[src/sv/hdmm_pkg.sv]
// Package for the H-drive motor mixer: field widths, register indexes,
// command shaping, channel saturation and the duty scale. No dependencies.
package hdmm_pkg;

  localparam int CMD_W  = 10;  // signed command word
  localparam int CFG_W  = 9;   // widest configuration register
  localparam int MASK_W = 4;   // one invert bit per motor
  localparam int PCT_W  = 8;   // signed percentage, -100..100
  localparam int MAG_W  = 7;   // percentage magnitude, 0..100
  localparam int DUTY_W = 8;
  localparam int NUM_CH = 4;   // left, right, strafe, lift

  // Channel order matches the invert mask bits
  localparam int CH_LEFT   = 0;
  localparam int CH_RIGHT  = 1;
  localparam int CH_STRAFE = 2;
  localparam int CH_LIFT   = 3;

  // Register reset values
  localparam logic [CFG_W-1:0]  DEADBAND_RST    = 9'd5;
  localparam logic [CFG_W-1:0]  SCALE_LIMIT_RST = 9'd100;
  localparam logic [MASK_W-1:0] INVERT_MASK_RST = 4'd0;

  // Percentage saturation bounds
  localparam logic signed [11:0] PCT_HI = 12'sd100;
  localparam logic signed [11:0] PCT_LO = -12'sd100;

  // mag*255/100 as mag*DUTY_RECIP >> DUTY_SHIFT, exact for mag in 0..100
  localparam int DUTY_SHIFT = 19;
  localparam logic [27:0] DUTY_RECIP = 28'd1336965;

  typedef enum logic [1:0] {
    CFG_DEADBAND    = 2'd0,
    CFG_SCALE_LIMIT = 2'd1,
    CFG_INVERT_MASK = 2'd2
  } cfg_idx_t;

  // One motor's bridge controls
  typedef struct packed {
    logic              dir_a;
    logic              dir_b;
    logic [DUTY_W-1:0] duty;
  } chan_t;

  // Deadband then symmetric clamp
  function automatic logic signed [CMD_W-1:0] shape_cmd(
    input logic signed [CMD_W-1:0] v,
    input logic [CFG_W-1:0]        db,
    input logic [CFG_W-1:0]        lim
  );
    logic signed [CMD_W:0] vx;
    logic signed [CMD_W:0] lim_p;
    logic signed [CMD_W:0] lim_n;
    logic signed [CMD_W:0] res;
    logic [CMD_W-1:0]      mag;
    vx    = {v[CMD_W-1], v};
    mag   = vx[CMD_W] ? CMD_W'(-vx) : vx[CMD_W-1:0];
    if (mag < {1'b0, db}) begin
      vx = '0;
    end
    lim_p = $signed({2'b00, lim});
    lim_n = -lim_p;
    if (vx < lim_n) begin
      res = lim_n;
    end else if (vx > lim_p) begin
      res = lim_p;
    end else begin
      res = vx;
    end
    return $signed(res[CMD_W-1:0]);
  endfunction

  // Optional negation then saturation to -100..100
  function automatic logic signed [PCT_W-1:0] sat_pct(
    input logic signed [11:0] p,
    input logic               inv
  );
    logic signed [11:0] q;
    logic signed [11:0] r;
    q = inv ? -p : p;
    if (q < PCT_LO) begin
      r = PCT_LO;
    end else if (q > PCT_HI) begin
      r = PCT_HI;
    end else begin
      r = q;
    end
    return $signed(r[PCT_W-1:0]);
  endfunction

  // Direction bits and duty from a saturated percentage
  function automatic chan_t drive_chan(input logic signed [PCT_W-1:0] pct);
    logic [PCT_W-1:0] neg;
    logic [MAG_W-1:0] mag;
    logic [27:0]      prod;
    chan_t            c;
    neg     = -pct;
    mag     = pct[PCT_W-1] ? neg[MAG_W-1:0] : pct[MAG_W-1:0];
    prod    = 28'(mag) * DUTY_RECIP;
    c.dir_a = !pct[PCT_W-1] && (pct != '0);
    c.dir_b = pct[PCT_W-1];
    c.duty  = prod[DUTY_SHIFT +: DUTY_W];
    return c;
  endfunction

endpackage

[src/sv/h_drive_motor_mixer.sv]
// Top level of the H-drive motor mixer: three-stage pipeline plus
// configuration registers. Depends on hdmm_pkg.
//
//  channel  ports                          handshake
//  -------  -----------------------------  ------------------------------
//  input    in_*_cmd (4 x 10 bit signed)   word taken when start && !busy
//  result   out_<motor>_dir_a/_dir_b/_duty word valid while out_valid high
//  config   cfg_we, cfg_index, cfg_wdata   written when cfg_we high
//
// One word per cycle; each word passes through the shape, mix/saturate and
// direction/duty stage registers before it appears on the result ports.
// busy is always low: the pipeline never holds a word back.
// rst_n is synchronous; it clears the stage valid bits and loads the
// register defaults (deadband 5, scale limit 100, no inversion).
// The receiver cannot stall, so results stream out as they complete.
module h_drive_motor_mixer (
  input  logic                               clk,
  input  logic                               rst_n,
  // command channel
  input  logic                               start,
  output logic                               busy,
  input  logic signed [hdmm_pkg::CMD_W-1:0]  in_strafe_cmd,
  input  logic signed [hdmm_pkg::CMD_W-1:0]  in_forward_cmd,
  input  logic signed [hdmm_pkg::CMD_W-1:0]  in_turn_cmd,
  input  logic signed [hdmm_pkg::CMD_W-1:0]  in_lift_cmd,
  // configuration
  input  logic                               cfg_we,
  input  logic [1:0]                         cfg_index,
  input  logic [hdmm_pkg::CFG_W-1:0]         cfg_wdata,
  // result channel
  output logic                               out_valid,
  output logic                               out_left_dir_a,
  output logic                               out_left_dir_b,
  output logic [hdmm_pkg::DUTY_W-1:0]        out_left_duty,
  output logic                               out_right_dir_a,
  output logic                               out_right_dir_b,
  output logic [hdmm_pkg::DUTY_W-1:0]        out_right_duty,
  output logic                               out_strafe_dir_a,
  output logic                               out_strafe_dir_b,
  output logic [hdmm_pkg::DUTY_W-1:0]        out_strafe_duty,
  output logic                               out_lift_dir_a,
  output logic                               out_lift_dir_b,
  output logic [hdmm_pkg::DUTY_W-1:0]        out_lift_duty
);

  logic [hdmm_pkg::CFG_W-1:0]  deadband_r;
  logic [hdmm_pkg::CFG_W-1:0]  scale_limit_r;
  logic [hdmm_pkg::MASK_W-1:0] invert_mask_r;

  logic accept;

  // stage 1: shaped commands
  logic                              s1_valid_r;
  logic signed [hdmm_pkg::CMD_W-1:0] s1_strafe_r, s1_forward_r, s1_turn_r, s1_lift_r;

  // stage 2: saturated percentages, one per motor
  logic                              s2_valid_r;
  logic signed [hdmm_pkg::PCT_W-1:0] s2_pct_r [hdmm_pkg::NUM_CH];
  logic signed [11:0]                mix_left, mix_right, mix_strafe, mix_lift;

  // stage 3: bridge controls
  logic            s3_valid_r;
  hdmm_pkg::chan_t s3_chan_r [hdmm_pkg::NUM_CH];

  assign busy   = 1'b0;
  assign accept = start && !busy;

  // configuration registers
  always_ff @(posedge clk) begin
    if (!rst_n) begin
      deadband_r    <= hdmm_pkg::DEADBAND_RST;
      scale_limit_r <= hdmm_pkg::SCALE_LIMIT_RST;
      invert_mask_r <= hdmm_pkg::INVERT_MASK_RST;
    end else if (cfg_we) begin
      case (cfg_index)
        hdmm_pkg::CFG_DEADBAND:    deadband_r    <= cfg_wdata;
        hdmm_pkg::CFG_SCALE_LIMIT: scale_limit_r <= cfg_wdata;
        hdmm_pkg::CFG_INVERT_MASK: invert_mask_r <= cfg_wdata[hdmm_pkg::MASK_W-1:0];
        default: ;  // unused index, write dropped
      endcase
    end
  end

  // valid bits travel with the word
  always_ff @(posedge clk) begin
    if (!rst_n) begin
      s1_valid_r <= 1'b0;
      s2_valid_r <= 1'b0;
      s3_valid_r <= 1'b0;
    end else begin
      s1_valid_r <= accept;
      s2_valid_r <= s1_valid_r;
      s3_valid_r <= s2_valid_r;
    end
  end

  // stage 1: deadband and clamp on each command
  always_ff @(posedge clk) begin
    if (accept) begin
      s1_strafe_r  <= hdmm_pkg::shape_cmd(in_strafe_cmd,  deadband_r, scale_limit_r);
      s1_forward_r <= hdmm_pkg::shape_cmd(in_forward_cmd, deadband_r, scale_limit_r);
      s1_turn_r    <= hdmm_pkg::shape_cmd(in_turn_cmd,    deadband_r, scale_limit_r);
      s1_lift_r    <= hdmm_pkg::shape_cmd(in_lift_cmd,    deadband_r, scale_limit_r);
    end
  end

  // stage 2: mix side motors, invert, saturate
  always_comb begin
    mix_left   = $signed({{2{s1_forward_r[9]}}, s1_forward_r})
               + $signed({{2{s1_turn_r[9]}}, s1_turn_r});
    mix_right  = $signed({{2{s1_forward_r[9]}}, s1_forward_r})
               - $signed({{2{s1_turn_r[9]}}, s1_turn_r});
    mix_strafe = $signed({{2{s1_strafe_r[9]}}, s1_strafe_r});
    mix_lift   = $signed({{2{s1_lift_r[9]}}, s1_lift_r});
  end

  always_ff @(posedge clk) begin
    if (s1_valid_r) begin
      s2_pct_r[hdmm_pkg::CH_LEFT]   <= hdmm_pkg::sat_pct(mix_left,
                                         invert_mask_r[hdmm_pkg::CH_LEFT]);
      s2_pct_r[hdmm_pkg::CH_RIGHT]  <= hdmm_pkg::sat_pct(mix_right,
                                         invert_mask_r[hdmm_pkg::CH_RIGHT]);
      s2_pct_r[hdmm_pkg::CH_STRAFE] <= hdmm_pkg::sat_pct(mix_strafe,
                                         invert_mask_r[hdmm_pkg::CH_STRAFE]);
      s2_pct_r[hdmm_pkg::CH_LIFT]   <= hdmm_pkg::sat_pct(mix_lift,
                                         invert_mask_r[hdmm_pkg::CH_LIFT]);
    end
  end

  // stage 3: direction bits and duty per motor
  always_ff @(posedge clk) begin
    if (s2_valid_r) begin
      for (int i = 0; i < hdmm_pkg::NUM_CH; i++) begin
        s3_chan_r[i] <= hdmm_pkg::drive_chan(s2_pct_r[i]);
      end
    end
  end

  // result ports
  assign out_valid        = s3_valid_r;
  assign out_left_dir_a   = s3_chan_r[hdmm_pkg::CH_LEFT].dir_a;
  assign out_left_dir_b   = s3_chan_r[hdmm_pkg::CH_LEFT].dir_b;
  assign out_left_duty    = s3_chan_r[hdmm_pkg::CH_LEFT].duty;
  assign out_right_dir_a  = s3_chan_r[hdmm_pkg::CH_RIGHT].dir_a;
  assign out_right_dir_b  = s3_chan_r[hdmm_pkg::CH_RIGHT].dir_b;
  assign out_right_duty   = s3_chan_r[hdmm_pkg::CH_RIGHT].duty;
  assign out_strafe_dir_a = s3_chan_r[hdmm_pkg::CH_STRAFE].dir_a;
  assign out_strafe_dir_b = s3_chan_r[hdmm_pkg::CH_STRAFE].dir_b;
  assign out_strafe_duty  = s3_chan_r[hdmm_pkg::CH_STRAFE].duty;
  assign out_lift_dir_a   = s3_chan_r[hdmm_pkg::CH_LIFT].dir_a;
  assign out_lift_dir_b   = s3_chan_r[hdmm_pkg::CH_LIFT].dir_b;
  assign out_lift_duty    = s3_chan_r[hdmm_pkg::CH_LIFT].duty;

endmodule

[config.mk]
export PLATFORM = sky130hd
export DESIGN_NAME = h_drive_motor_mixer
export DESIGN_NICKNAME = d
export VERILOG_FILES = /design/src/sv/hdmm_pkg.sv /design/src/sv/h_drive_motor_mixer.sv
export SDC_FILE = /design/constraint.sdc
export NUM_CORES = 1
export LEC_CHECK = 0
export ABC_AREA = 1
export ABC_CLOCK_PERIOD_IN_PS = 5850
export BUFFER_PORTS_ARGS = -buffer_cell sky130_fd_sc_hd__buf_2
export CORE_MARGIN = 2
export CORE_UTILIZATION = 40
export CTS_CLUSTER_DIAMETER = 30
export DETAILED_ROUTE_END_ITERATION = 16
export PLACE_DENSITY = 0.52
export SYNTH_ARGS = -nofsm -noshare
export SYNTH_HDL_FRONTEND = slang
export SYNTH_SLANG_ARGS = --single-unit
export TNS_END_PERCENT = 100
[constraint.sdc]
create_clock -name clk -period 5.85 [get_ports clk]
set_clock_uncertainty 0.05 [all_clocks]
set_input_delay 1.4625 -clock clk [delete_from_list [all_inputs] [get_ports clk]]
set_output_delay 1.4625 -clock clk [all_outputs]
set_load 0.02 [all_outputs]
==> impl_metrics.tcl <==
set metrics [dict create \
    clockBufferDepth 2 \
    cts-buffers-inserted 17 \
    first_pass_iters 5 \
    dp_hpwl_um 39090 \
    drt_first_iter_violations 795 \
    syn_area_mm2 0.01859 \
    worstSetupEndpointType "flop" \
    clkSlewWorstSetupHoldPaths_ns 0.06 \
    postRouteAntennaNets 0 \
    synth_ff_type "edfxtp_1" \
    yosys_warnings 0 \
    ys_seq_area_frac 0.2078 \
    antenna_cells 0 \
    syn-num-nets 2950 \
    io_buffers 95 \
    setup_viol 0 \
    drive_above_1_share 0.08639 \
    grt_pass1_wl_um 75620 \
    final_cell_mix "505 x nand2_1, 447 x inv_1, 365 x ha_1, 167 x a21oi_1, 149 x nor2_1" \
    crit_path_top_delay_cell "a21oi_1" \
    grt_pass1_vias 15360 \
    via_count 16010 \
    synth.avg_cell_area_um2 7.510 \
    status "completed" \
    fin_crit_ns 5.300 \
    cts_tree "done" \
    die_x_um 219.6 \
    area_growth_pct 9.380 \
    synth_compound_area_frac 0.1210 \
    crit_arrival_ns 5.45 \
    antenna_found_initial 0 \
    hold_class "flop to flop" \
    core_mm2 0.04626 \
    p_leak_nw 10.74 \
    rsz0062_at_grt "false" \
    cp-start-kind "input port" \
    tns_ns 0 \
    root_buffer "clkbuf_16" \
    grt_start_max_net_pins 42 \
    synth_xor_area_frac 0.04993 \
    synth-edff-count 112 \
    slew_viol_final 0 \
    vias_per_cell 5.002 \
    critPathRequiredTime_ns 6.00 \
    crit_top_cell "nand2_1" \
    htree_num_levels 4 \
    synth_cell_types 60 \
    synth_cells 2476 \
    max_freq_mhz 188.7 \
    fin_crit_sh 0.9060 \
    worst_slew_pin_slew_ns 1.143 \
    maxCapViolCount 0 \
    num-nets-final 3054 \
    overflow 0 \
    wire_per_inst_um 14.53 \
    crit_fanout 14 \
    rows 79 \
    gr-usage-all-layers 0.1974 \
    power_density_mw_per_mm2 478.7 \
    ioPinCount 97 \
    final_common_cell "nand2_1" \
    clk_latency_ns 0.47 \
    place_congestion 0.8907 \
    synthMuxAreaShare 0 \
    cts_setup_buffers 0 \
    initial_core_util 0.4020 \
    ys_ff_latch 137 \
    drc_errors 0 \
    synth_top_family_by_area "adder cells" \
    timing.critical_path.slowest_cell_delay_ns 0.36 \
    relSlewSlack 0.2382 \
    fin_util 0.4397 \
    worstSetupPathType "input port to flop" \
    wl_um 46490 \
    synthSimpleGateAreaFrac 0.2146 \
    ctsResizeCount 0 \
    die_h_um 219.6 \
    finalHoldViolations 0 \
    die_area_mm2 0.04823 \
    ys_async_sr_fraction 0 \
    ctsHoldBuffers 0 \
    synthAdderAreaFrac 0.3037 \
    cts_sinks 137 \
    ir_drop_mv 0.3003 \
]
-- cell families (layout without fill, tap and decap cells) --
logic type | Yosys count | after routing
AND/OR/NAND/NOR | 919 | 919
buffers and inverters | 492 | 609
adder cells (fa/ha/maj) | 419 | 419
AO/OA/AOI/OAI | 402 | 402
flip-flops | 137 | 137
XOR/XNOR | 106 | 106
other | 1 | 1
-- sequential cells by signal (all words and copies together) (netlist names) --
register / count
s1_forward_r: 10
s2_pct_r: 32
s3_chan_r: 40
scale_limit_r: 9
out_valid: 1
s1_turn_r: 10
s1_lift_r: 10
invert_mask_r: 4
s1_strafe_r: 10
deadband_r: 9
s1_valid_r: 1
s2_valid_r: 1
-- final timing paths --
path	cells past startpoint	to	slack (ns)	from
setup reg to reg	20	s3_chan_r[3][6]	0.56	s2_pct_r[3][0]
hold reg to reg	2	s2_pct_r[2][0]	0.55	s1_strafe_r[0]
hold / removal	2	s2_pct_r[2][0]	0.55	s1_strafe_r[0]
setup / recovery	27	s1_turn_r[4]	0.55	in_turn_cmd[0]
-- power by group --
group	switching, mW	total [mW]	internal, mW	leakage [nW]
registers	0.0917	1.52	1.43	1.27
clock network	0.451	1.03	0.577	0.264
logic	4.47	7.19	2.71	9.20
-- area by class of cell --
cell class	count	area, µm²
Clock buffer	19	432.9
Clock inverter	13	105.1
Fill cell	4737	25920
Inverter	464	1745
Multi-Input combinational cell	1847	12820
Sequential cell	137	3865
Tap cell	607	759.5
Timing Repair Buffer	113	610.6
-- layer usage --
layer,vias to the layer above,GRT usage,share of wire
met1,7276,0.2521,0.47
met3,53,0.02153,0.026
met5,-,0,0
met4,0,0.06734,0.023
met2,261,0.3453,0.48
li1,8417,-,-
-- metrics by stage --
step | area (µm²) | setup WS [ns] | cells | total power, mW | hold WS, ns
5_1_grt | 20340 | 0.07514 | 3200 | 11.00 | 0.5951
3_3_place_gp | 19800 | 0.2341 | 3168 | 8.669 | 0.5404
3_5_place_dp | 19800 | 0.09191 | 3168 | 8.724 | 0.5434
4_1_cts | 20340 | 0.5057 | 3200 | 9.846 | 0.5518
6_report | 20340 | 0.5501 | 3200 | 9.737 | 0.5465
2_1_floorplan | 18590 | 0.7519 | 2476 | 7.046 | 0.4350
-- cells in the mapped netlist (18+ instances only) --
master	n	area share
dfxtp_1	25	0.027
fa_1	54	0.058
nand4_1	31	0.010
ha_1	365	0.25
nand2_2	26	0.0087
edfxtp_1	112	0.18
xnor2_1	23	0.011
a21oi_1	167	0.045
nor2_1	149	0.030
nand3_1	114	0.031
nor3_1	40	0.011
o21ai_0	145	0.039
xor2_1	83	0.039
a31oi_1	18	0.0061
inv_1	447	0.090
nand2_1	505	0.10
-- critical path, delay by kind of cell --
| family | cells | cell delay, ns |
|---|---|---|
| AND/OR/NAND/NOR | 12 | 1.35 |
| AO/OA/AOI/OAI | 8 | 1.28 |
| buffers and inverters | 4 | 0.60 |
| adder cells (fa/ha/maj) | 2 | 0.59 |
| XOR/XNOR | 1 | 0.20 |
Note: power is estimated with default switching activity, not from simulation.
